`src/design/swsfr_pkg.sv`:
```
// Shared types and constants for the single-wire sensor frame receiver.
// No dependencies.
package swsfr_pkg;

    localparam int TICK_W  = 8;
    localparam int WORD_W  = 16;
    localparam int FRAME_W = 40;
    localparam int COUNT_W = 6;

    localparam logic [COUNT_W-1:0] FRAME_BITS = 6'd40;
    localparam logic [TICK_W-1:0]  THRESHOLD_RESET = 8'd4;

    localparam logic ACT_START = 1'b0;
    localparam logic ACT_PULSE = 1'b1;

    typedef struct packed {
        logic [WORD_W-1:0] humidity_word;
        logic [WORD_W-1:0] temperature_word;
        logic              checksum_ok;
    } frame_result_t;

endpackage

```
`src/design/swsfr_if.sv`:
```
// Valid/ready channel interfaces for the input items and the frame results.
// Depends on swsfr_pkg.
interface swsfr_in_if
    import swsfr_pkg::*;
();
    logic              valid;
    logic              ready;
    logic              action;
    logic [TICK_W-1:0] pulse_ticks;

    modport source (output valid, output action, output pulse_ticks, input ready);
    modport sink   (input valid, input action, input pulse_ticks, output ready);
endinterface

interface swsfr_out_if
    import swsfr_pkg::*;
();
    logic              valid;
    logic              ready;
    logic [WORD_W-1:0] humidity_word;
    logic [WORD_W-1:0] temperature_word;
    logic              checksum_ok;

    modport source (output valid, output humidity_word, output temperature_word,
                    output checksum_ok, input ready);
    modport sink   (input valid, input humidity_word, input temperature_word,
                    input checksum_ok, output ready);
endinterface

```
`src/design/swsfr_assembler.sv`:
```
// Frame state, bit decode and result formation for one input transfer.
// Depends on swsfr_pkg.
module swsfr_assembler
    import swsfr_pkg::*;
(
    input  logic                clk,
    input  logic                rst_n,
    input  logic                cfg_we,
    input  logic [TICK_W-1:0]   cfg_wdata,
    input  logic                accept,
    input  logic                action,
    input  logic [TICK_W-1:0]   pulse_ticks,
    output logic                result_valid,
    output frame_result_t       result
);

    logic [TICK_W-1:0]  threshold_reg;
    logic               active_reg, active_next;
    logic [COUNT_W-1:0] count_reg, count_next;
    logic [FRAME_W-1:0] shift_reg, shift_next;

    logic               bit_val;
    logic [FRAME_W-1:0] shifted;
    logic               last_bit;
    logic [7:0]         b0, b1, b2, b3, b4;
    logic [7:0]         byte_sum;

    assign bit_val  = (pulse_ticks > threshold_reg);
    assign shifted  = {shift_reg[FRAME_W-2:0], bit_val};
    assign last_bit = (count_reg == FRAME_BITS - 6'd1);

    assign b0 = shifted[39:32];
    assign b1 = shifted[31:24];
    assign b2 = shifted[23:16];
    assign b3 = shifted[15:8];
    assign b4 = shifted[7:0];
    assign byte_sum = b0 + b1 + b2 + b3;

    always_comb
    begin
        active_next  = active_reg;
        count_next   = count_reg;
        shift_next   = shift_reg;
        result_valid = 1'b0;
        if (accept)
        begin
            case (action)
                ACT_START:
                begin
                    active_next = 1'b1;
                    count_next  = '0;
                    shift_next  = '0;
                end
                ACT_PULSE:
                begin
                    // pulses outside a frame are dropped
                    if (active_reg)
                    begin
                        shift_next = shifted;
                        if (last_bit)
                        begin
                            active_next  = 1'b0;
                            count_next   = '0;
                            result_valid = 1'b1;
                        end
                        else
                        begin
                            count_next = count_reg + 6'd1;
                        end
                    end
                end
                default:
                begin
                    active_next = active_reg;
                end
            endcase
        end
    end

    assign result.humidity_word    = {b0, b1};
    assign result.temperature_word = {b2, b3};
    assign result.checksum_ok      = (byte_sum == b4);

    always_ff @(posedge clk or negedge rst_n)
    begin
        if (!rst_n)
        begin
            threshold_reg <= THRESHOLD_RESET;
            active_reg    <= 1'b0;
            count_reg     <= '0;
            shift_reg     <= '0;
        end
        else
        begin
            if (cfg_we)
            begin
                threshold_reg <= cfg_wdata;
            end
            active_reg <= active_next;
            count_reg  <= count_next;
            shift_reg  <= shift_next;
        end
    end

endmodule

```
`src/design/swsfr_out_buf.sv`:
```
// Two-entry output register with skid stage for frame results.
// Depends on swsfr_pkg.
module swsfr_out_buf
    import swsfr_pkg::*;
(
    input  logic          clk,
    input  logic          rst_n,
    input  logic          push,
    input  frame_result_t push_data,
    output logic          space,
    output logic          out_valid,
    input  logic          out_ready,
    output frame_result_t out_data
);

    logic          main_valid_reg, main_valid_next;
    logic          skid_valid_reg, skid_valid_next;
    frame_result_t main_reg, main_next;
    frame_result_t skid_reg, skid_next;
    logic          take;

    assign take      = main_valid_reg && out_ready;
    assign space     = !skid_valid_reg;
    assign out_valid = main_valid_reg;
    assign out_data  = main_reg;

    always_comb
    begin
        main_valid_next = main_valid_reg;
        skid_valid_next = skid_valid_reg;
        main_next       = main_reg;
        skid_next       = skid_reg;
        if (skid_valid_reg)
        begin
            // no push can arrive while the skid holds data
            if (take)
            begin
                main_next       = skid_reg;
                skid_valid_next = 1'b0;
            end
        end
        else if (push)
        begin
            if (!main_valid_reg || take)
            begin
                main_next       = push_data;
                main_valid_next = 1'b1;
            end
            else
            begin
                skid_next       = push_data;
                skid_valid_next = 1'b1;
            end
        end
        else if (take)
        begin
            main_valid_next = 1'b0;
        end
    end

    always_ff @(posedge clk or negedge rst_n)
    begin
        if (!rst_n)
        begin
            main_valid_reg <= 1'b0;
            skid_valid_reg <= 1'b0;
        end
        else
        begin
            main_valid_reg <= main_valid_next;
            skid_valid_reg <= skid_valid_next;
        end
    end

    always_ff @(posedge clk)
    begin
        main_reg <= main_next;
        skid_reg <= skid_next;
    end

endmodule

```
`src/design/single_wire_sensor_frame_receiver.sv`:
```
// Single-wire sensor frame receiver: one input transfer per cycle.
// A frame result is pushed into the output buffer when the 40th data pulse transfer is accepted.
// Throughput: 1 item per cycle while input ready is high; the frame state register and decode set the pace.
// Input ready drops only while both output register and skid stage hold results.
// Reset (rst_n, async, active low) clears the frame state and sets the threshold to 4.
// Depends on swsfr_pkg, swsfr_if, swsfr_assembler, swsfr_out_buf.
module single_wire_sensor_frame_receiver
    import swsfr_pkg::*;
(
    input  logic              clk,
    input  logic              rst_n,
    input  logic              cfg_we,
    input  logic [TICK_W-1:0] cfg_wdata,
    swsfr_in_if.sink          in_ch,
    swsfr_out_if.source       out_ch
);

    logic          accept;
    logic          space;
    logic          result_valid;
    frame_result_t result;
    frame_result_t out_data;

    assign in_ch.ready = space;
    assign accept      = in_ch.valid && space;

    swsfr_assembler u_assembler (
        .clk          (clk),
        .rst_n        (rst_n),
        .cfg_we       (cfg_we),
        .cfg_wdata    (cfg_wdata),
        .accept       (accept),
        .action       (in_ch.action),
        .pulse_ticks  (in_ch.pulse_ticks),
        .result_valid (result_valid),
        .result       (result)
    );

    swsfr_out_buf u_out_buf (
        .clk       (clk),
        .rst_n     (rst_n),
        .push      (result_valid),
        .push_data (result),
        .space     (space),
        .out_valid (out_ch.valid),
        .out_ready (out_ch.ready),
        .out_data  (out_data)
    );

    assign out_ch.humidity_word    = out_data.humidity_word;
    assign out_ch.temperature_word = out_data.temperature_word;
    assign out_ch.checksum_ok      = out_data.checksum_ok;

endmodule

```
`src/flat_wrapper.sv`:
```
// flat-port wrapper written by rule: the top's interface ports become plain ports
module single_wire_sensor_frame_receiver_flat import swsfr_pkg::*;
  (clk, rst_n, cfg_we, cfg_wdata, in_ch_valid, in_ch_action, in_ch_pulse_ticks, in_ch_ready, out_ch_valid, out_ch_humidity_word, out_ch_temperature_word, out_ch_checksum_ok, out_ch_ready);
  swsfr_in_if in_ch_i ();
  swsfr_out_if out_ch_i ();
  input  logic clk;
  input  logic rst_n;
  input  logic cfg_we;
  input  logic [TICK_W-1:0] cfg_wdata;
  input wire logic [$bits(in_ch_i.valid)-1:0] in_ch_valid;
  input wire logic [$bits(in_ch_i.action)-1:0] in_ch_action;
  input wire logic [$bits(in_ch_i.pulse_ticks)-1:0] in_ch_pulse_ticks;
  output wire logic [$bits(in_ch_i.ready)-1:0] in_ch_ready;
  output wire logic [$bits(out_ch_i.valid)-1:0] out_ch_valid;
  output wire logic [$bits(out_ch_i.humidity_word)-1:0] out_ch_humidity_word;
  output wire logic [$bits(out_ch_i.temperature_word)-1:0] out_ch_temperature_word;
  output wire logic [$bits(out_ch_i.checksum_ok)-1:0] out_ch_checksum_ok;
  input wire logic [$bits(out_ch_i.ready)-1:0] out_ch_ready;
  assign in_ch_i.valid = in_ch_valid;
  assign in_ch_i.action = in_ch_action;
  assign in_ch_i.pulse_ticks = in_ch_pulse_ticks;
  assign in_ch_ready = in_ch_i.ready;
  assign out_ch_valid = out_ch_i.valid;
  assign out_ch_humidity_word = out_ch_i.humidity_word;
  assign out_ch_temperature_word = out_ch_i.temperature_word;
  assign out_ch_checksum_ok = out_ch_i.checksum_ok;
  assign out_ch_i.ready = out_ch_ready;
  single_wire_sensor_frame_receiver u_core (.clk(clk), .rst_n(rst_n), .cfg_we(cfg_we), .cfg_wdata(cfg_wdata), .in_ch(in_ch_i), .out_ch(out_ch_i));
endmodule
```
`config.mk`:
```
export PLATFORM = sky130hd
export DESIGN_NAME = single_wire_sensor_frame_receiver_flat
export DESIGN_NICKNAME = d
export VERILOG_FILES = /design/src/design/swsfr_pkg.sv /design/src/design/swsfr_if.sv /design/src/design/swsfr_assembler.sv /design/src/design/swsfr_out_buf.sv /design/src/design/single_wire_sensor_frame_receiver.sv /design/src/flat_wrapper.sv
export SDC_FILE = /design/constraint.sdc
export NUM_CORES = 1
export LEC_CHECK = 0
export BUFFER_PORTS_ARGS = -buffer_cell sky130_fd_sc_hd__buf_4
export CAP_MARGIN = 30
export CORE_AREA = 2 2 90 113
export DETAILED_ROUTE_END_ITERATION = 8
export DIE_AREA = 0 0 92 115
export GPL_TIMING_DRIVEN = 0
export PLACE_DENSITY_LB_ADDON = 0.12
export SLEW_MARGIN = 0
export SYNTH_ARGS = -nofsm -noshare
export SYNTH_HDL_FRONTEND = slang
export SYNTH_SLANG_ARGS = --single-unit
export TNS_END_PERCENT = 10
```
`constraint.sdc`:
```
create_clock -name clk -period 4.7 [get_ports clk]
set_clock_uncertainty 0.05 [all_clocks]
set_input_delay 0.235 -clock clk [delete_from_list [all_inputs] [get_ports clk]]
set_output_delay 0.235 -clock clk [all_outputs]
set_load 0.01 [all_outputs]
```
Word level (Yosys, flattened, before mapping)
Cells that the tools add are included.
{"block": "word_totals", "ff_bits": 122, "out_inout_bits": 35, "in_bits": 22, "wordCells": 60}
{"block": "classes", "mux": 23, "magnitude_cmp": 1, "eq_ne": 5, "bitwise": 3, "addsub": 4, "n_reduce_logical": 12}
{"op": "$mux W33", "n": 4}
{"op": "$pmux W39 S2", "n": 1}
{"op": "$mux W39", "n": 1}
{"op": "$add A8 B8 Y8", "n": 3}
{"op": "$mux W1", "n": 13}
{"op": "$mux W6", "n": 2}
{"op": "$pmux W6 S2", "n": 1}
{"op": "$reduce_and A3 Y1", "n": 3}
{"op": "$eq A8 B8 Y1", "n": 1}
{"op": "$gt A8 B8 Y1", "n": 1}
{"op": "$add A6 B1 Y6 const B", "n": 1}
{"op": "$eq A6 B6 Y1 const B", "n": 1}
{"op": "$reduce_bool A2 Y1", "n": 3}
{"op": "$ne A2 B1 Y1 const B", "n": 2}
{"op": "$not A1 Y1", "n": 3}
{"op": "$logic_and A1 B1 Y1", "n": 2}
{"op": "$logic_not A1 Y1", "n": 2}
{"op": "$ne A2 B2 Y1 const B", "n": 1}
{"op": "$pmux W1 S2", "n": 1}
{"op": "$reduce_and A2 Y1", "n": 1}
{"op": "$logic_or A1 B1 Y1", "n": 1}

Longest topological paths before layout
{"block": "depth", "depth_word": 7, "depth_mapped": 11, "mapped_depth_nobuf": 11}

Hierarchy
From an unflattened synthesis, not the netlist that was laid out.
{"block": "hier_totals", "cells_unflattened": 388, "area_unflattened_um2": 5622.9}
{"module": "swsfr_assembler", "seq_area_each_um2": 1352.5, "instances": 1, "area_each_um2": 3103.0, "cells_each": 273}
{"module": "swsfr_out_buf", "seq_area_each_um2": 2031.9, "instances": 1, "area_each_um2": 2513.7, "cells_each": 114}
{"module": "single_wire_sensor_frame_receiver", "seq_area_each_um2": 0.0, "instances": 1, "area_each_um2": 6.3, "cells_each": 1}

Worst setup path after synthesis
Ideal clock, no wire load.
{"block": "synth_path", "kind": "flip-flop to flip-flop", "from": "register u_core.u_assembler.shift_reg[8]", "to": "register u_core.u_out_buf.main_reg (netlist bit u_core.u_out_buf.out_data[0]) (data pin)", "t_arrival_ns": 3.246, "path_buffers": 0, "required_ns": 4.470, "period_less_slack_ns": 3.476, "setup_slack_ns": 1.224, "stages_incl_launch_ff": 12, "setup_ns": 0.180, "path_cell_list": "dfrtp_1 -> fa_1 -> inv_1 -> fa_1 -> inv_1 -> ha_1 -> fa_1 -> xor2_1 -> xnor2_1 -> nand3_1 -> a2111o_1 -> o41ai_2"}
{"element": "start: declaration", "line_no": "swsfr_assembler.sv:20", "rtl": "logic [FRAME_W-1:0] shift_reg, shift_next;"}
{"element": "start signal: assignment", "line_no": "swsfr_assembler.sv:101", "rtl": "shift_reg <= shift_next;"}
{"element": "end signal: assignment", "line_no": "swsfr_out_buf.sv:77", "rtl": "main_reg <= main_next;"}
{"element": "end: declaration", "line_no": "swsfr_out_buf.sv:18", "rtl": "frame_result_t main_reg, main_next;"}

==> flow_summary.toml <==
[drt]
vias_per_cell = 5.46
finalWirelength_um = 10300
post_drt_wl_per_cell_um = 16.9
drc = 0
vias = 3321
ant_nets = 0
drt_pass1_iterations = 4
drtIter0Drc = 173

[worst_setup_path]
worstPathRequired_ns = 4.88
r2r-end = "u_core.u_out_buf.out_data[0]"
arrival_ns = 3.87
critPathMaxFanout = 5
path_cells = "fa_1 -> inv_1 -> fa_1 -> inv_1 -> ha_1 -> fa_1 -> xor2_1 -> xnor2_1 -> nand3_1 -> a2111o_1 -> o41ai_2"
cp-end-kind = "register"
slowest_delay_ns = 0.56
crit_type = "reg2reg"
path_common_cell = "fa_1"
reg2reg_slack_ns = 1.01
r2r-start = "u_core.u_assembler.shift_reg[8]"
worstRegToRegCells = 11
start_kind = "register"
slowest_stage = "fa_1"

[flow_run]
drv_cap = 0

[final_layout]
nFillCells = 701
instances_no_fill = 608
num-nets-final = 521
largest_register_ffs = 39
regArea_sq_mm = 0.00338
layout_common_cells = "edfxtp_1, buf_4, dfrtp_1"
layout_commonest_cell = "edfxtp_1"
drive_gt1_frac = 0.261
area_growth_pct = 24.3
fin_util = 0.702
antennaDiodeCount = 0
multi_input_area_sq_mm = 0.00185

[global_routing]
track_usage = 0.218
antenna_found_initial = 0
grt_max_degree = 57
grt_pass1_wl_um = 17200
grt_pass1_vias = 3454
grt_overflow = 0

[placement]
io_buffers = 56
dp_hpwl_um = 6850
placedCellCount = 565
gp_congestion = 0.806

[floorplanning]
initial_core_util = 0.565
fp.dieH_um = 115
core-area_sq_mm = 0.00951
io_pins = 57
rows = 40
die_area_sq_mm = 0.0106
fp.dieW_um = 92

[clocking]
postCtsSetupBuffers = 0
clk_pin_slew_worst_paths_ns = 0.05
cts_hold_buf = 11
cts_num_sinks = 122
tritoncts = "built"
post_cts_resized = 0
clockBufferDepth = 2
clkLatencyLatePin_ns = 0.42
h-tree-depth = 4
numCtsBuffers = 17
root_buffer = "clkbuf_16"

[pwr]
switching_share = 0.204
total_power_mw = 2.54
peakVddDrop_mv = 0.278
internal_power_mw = 2.02
cellLeakagePower_nw = 3.00
p_switching_mw = 0.520
clkPwrFrac = 0.499
p_per_area_mw_per_mm2 = 381
combPwrFrac = 0.045
seqPwrFrac = 0.455

[hold_path]
hp-class = "in2reg"
min_path_cells = 3
min_to = "u_core.u_assembler.threshold_reg[1]"
hold_path_startpoint = "cfg_we"

[sta]
rsz0062_at_grt = "no"
max_freq_mhz = 271
period_needed_ns = 3.69
hold_viol = 0
post-route-period-util = 0.784
tightest_slew_ns = 0.821
fin_hold_ws_ns = 0.0248
fin_setup_tns_ns = 0
slew_violations = 0
setup_viol = 0
slew-limit-headroom = 0.449

[synth]
ys_seq_area_frac = 0.630
syn_avg_cell_area_sq_um = 14.1
synth_nets = 434
ys_ff_latch = 122
synth_cell_types = 36
synth_warnings = 0
syn_area_sq_mm = 0.00537
synthCells = 382

[run_status]
status = "finished clean"
-- per-stage QoR --
step | worst slack, ns | area [sq um]
final | 1.01 | 6680
after global routing | 0.867 | 6680
after CTS | 1.01 | 6680
after detailed placement | 1.06 | 5980
after global placement | 0.372 | 5950
after floorplan | 1.22 | 5370
-- cells in the mapped netlist --
cell type,instances,share of area
buf_2,4,0.0037
xnor2_1,12,0.020
or2_2,2,0.0023
a2111o_1,1,0.0021
and3_1,2,0.0023
clkbuf_1,10,0.0070
a21boi_0,1,0.0014
o211a_1,1,0.0019
xor2_2,1,0.0030
o211ai_1,3,0.0042
dfstp_2,1,0.0049
o21ai_0,25,0.023
a21oi_1,11,0.010
ha_1,16,0.037
nand2_1,34,0.024
o21ai_1,1,0.00093
a21o_1,2,0.0028
and2_1,1,0.0012
xor2_1,3,0.0049
a21oi_2,1,0.0016
nor2b_1,3,0.0035
o31ai_1,4,0.0056
nor3_1,6,0.0056
nand3_1,4,0.0037
nor4_1,2,0.0023
a22o_1,33,0.054
a31oi_1,2,0.0023
a32o_1,1,0.0019
dfrtp_1,55,0.26
o41ai_2,1,0.0030
mux2_2,28,0.059
fa_1,14,0.052
nand4_1,4,0.0047
nor2_1,3,0.0021
inv_1,24,0.017
edfxtp_1,66,0.37
-- final cells by class --
cell class                 instances  share of cell area
sequential                       122               0.507
multi-input combinational        222               0.277
timing repair buffer              68              0.0825
clock buffer                      24              0.0737
tap                              126              0.0236
clock inverter                     8              0.0139
inverter                          24              0.0135
buffer                            14             0.00862
-- logic make-up (layout without fill, tap and decap cells) --
logic type,Yosys count,count (layout),share of synthesized area
flip-flops,122,122,0.630
AO/OA/AOI/OAI,87,87,0.115
AND/OR/NAND/NOR,61,61,0.0515
buffers and inverters,38,138,0.0275
adder cells (fa/ha/maj),30,30,0.0895
multiplexers,28,28,0.0587
XOR/XNOR,16,16,0.0275
-- per-layer routing --
metal	global-route usage	up-vias	routed length, um
li1	-	1577	-
met1	0.265	1658	4290
met2	0.373	73	5520
met3	0.0498	13	353
met4	0.0995	0	142
met5	0	-	0
-- how the worst max path moves through the flow --
stage	startpoint	to	slack, ns	cells after the start
2_1_floorplan	u_core.u_assembler.shift_reg[8]	u_core.u_out_buf.out_data[0]	1.22	11
3_3_place_gp	u_core.u_out_buf.skid_valid_reg	u_core.u_out_buf.out_data[8]	0.37	7
3_5_place_dp	u_core.u_assembler.shift_reg[8]	u_core.u_out_buf.out_data[0]	1.06	11
4_1_cts	u_core.u_assembler.shift_reg[8]	u_core.u_out_buf.out_data[0]	1.01	11
5_1_grt	u_core.u_assembler.shift_reg[8]	u_core.u_out_buf.skid_reg[0]	0.87	11
6_report	u_core.u_assembler.shift_reg[8]	u_core.u_out_buf.out_data[0]	1.01	11
-- worst max-delay path, delay by kind of cell (launching register included) --
kind / cells / cell delay [ns]
buffers and inverters: 2 / 0.11
adder cells (fa/ha/maj): 4 / 1.70
flip-flops: 1 / 0.43
AND/OR/NAND/NOR: 1 / 0.09
AO/OA/AOI/OAI: 2 / 0.76
XOR/XNOR: 2 / 0.36
-- power by group through the flow --
stage                     combinational, mW  clock [mW]  sequential, mW
final                                 0.115        1.27            1.16
after CTS                             0.116        1.29            1.16
after global placement                0.103           0            1.18
after detailed placement              0.108           0            1.18
after global routing                  0.131        1.34            1.16
after floorplan                      0.0655           0            1.17
(Power assumes the default switching activity.)
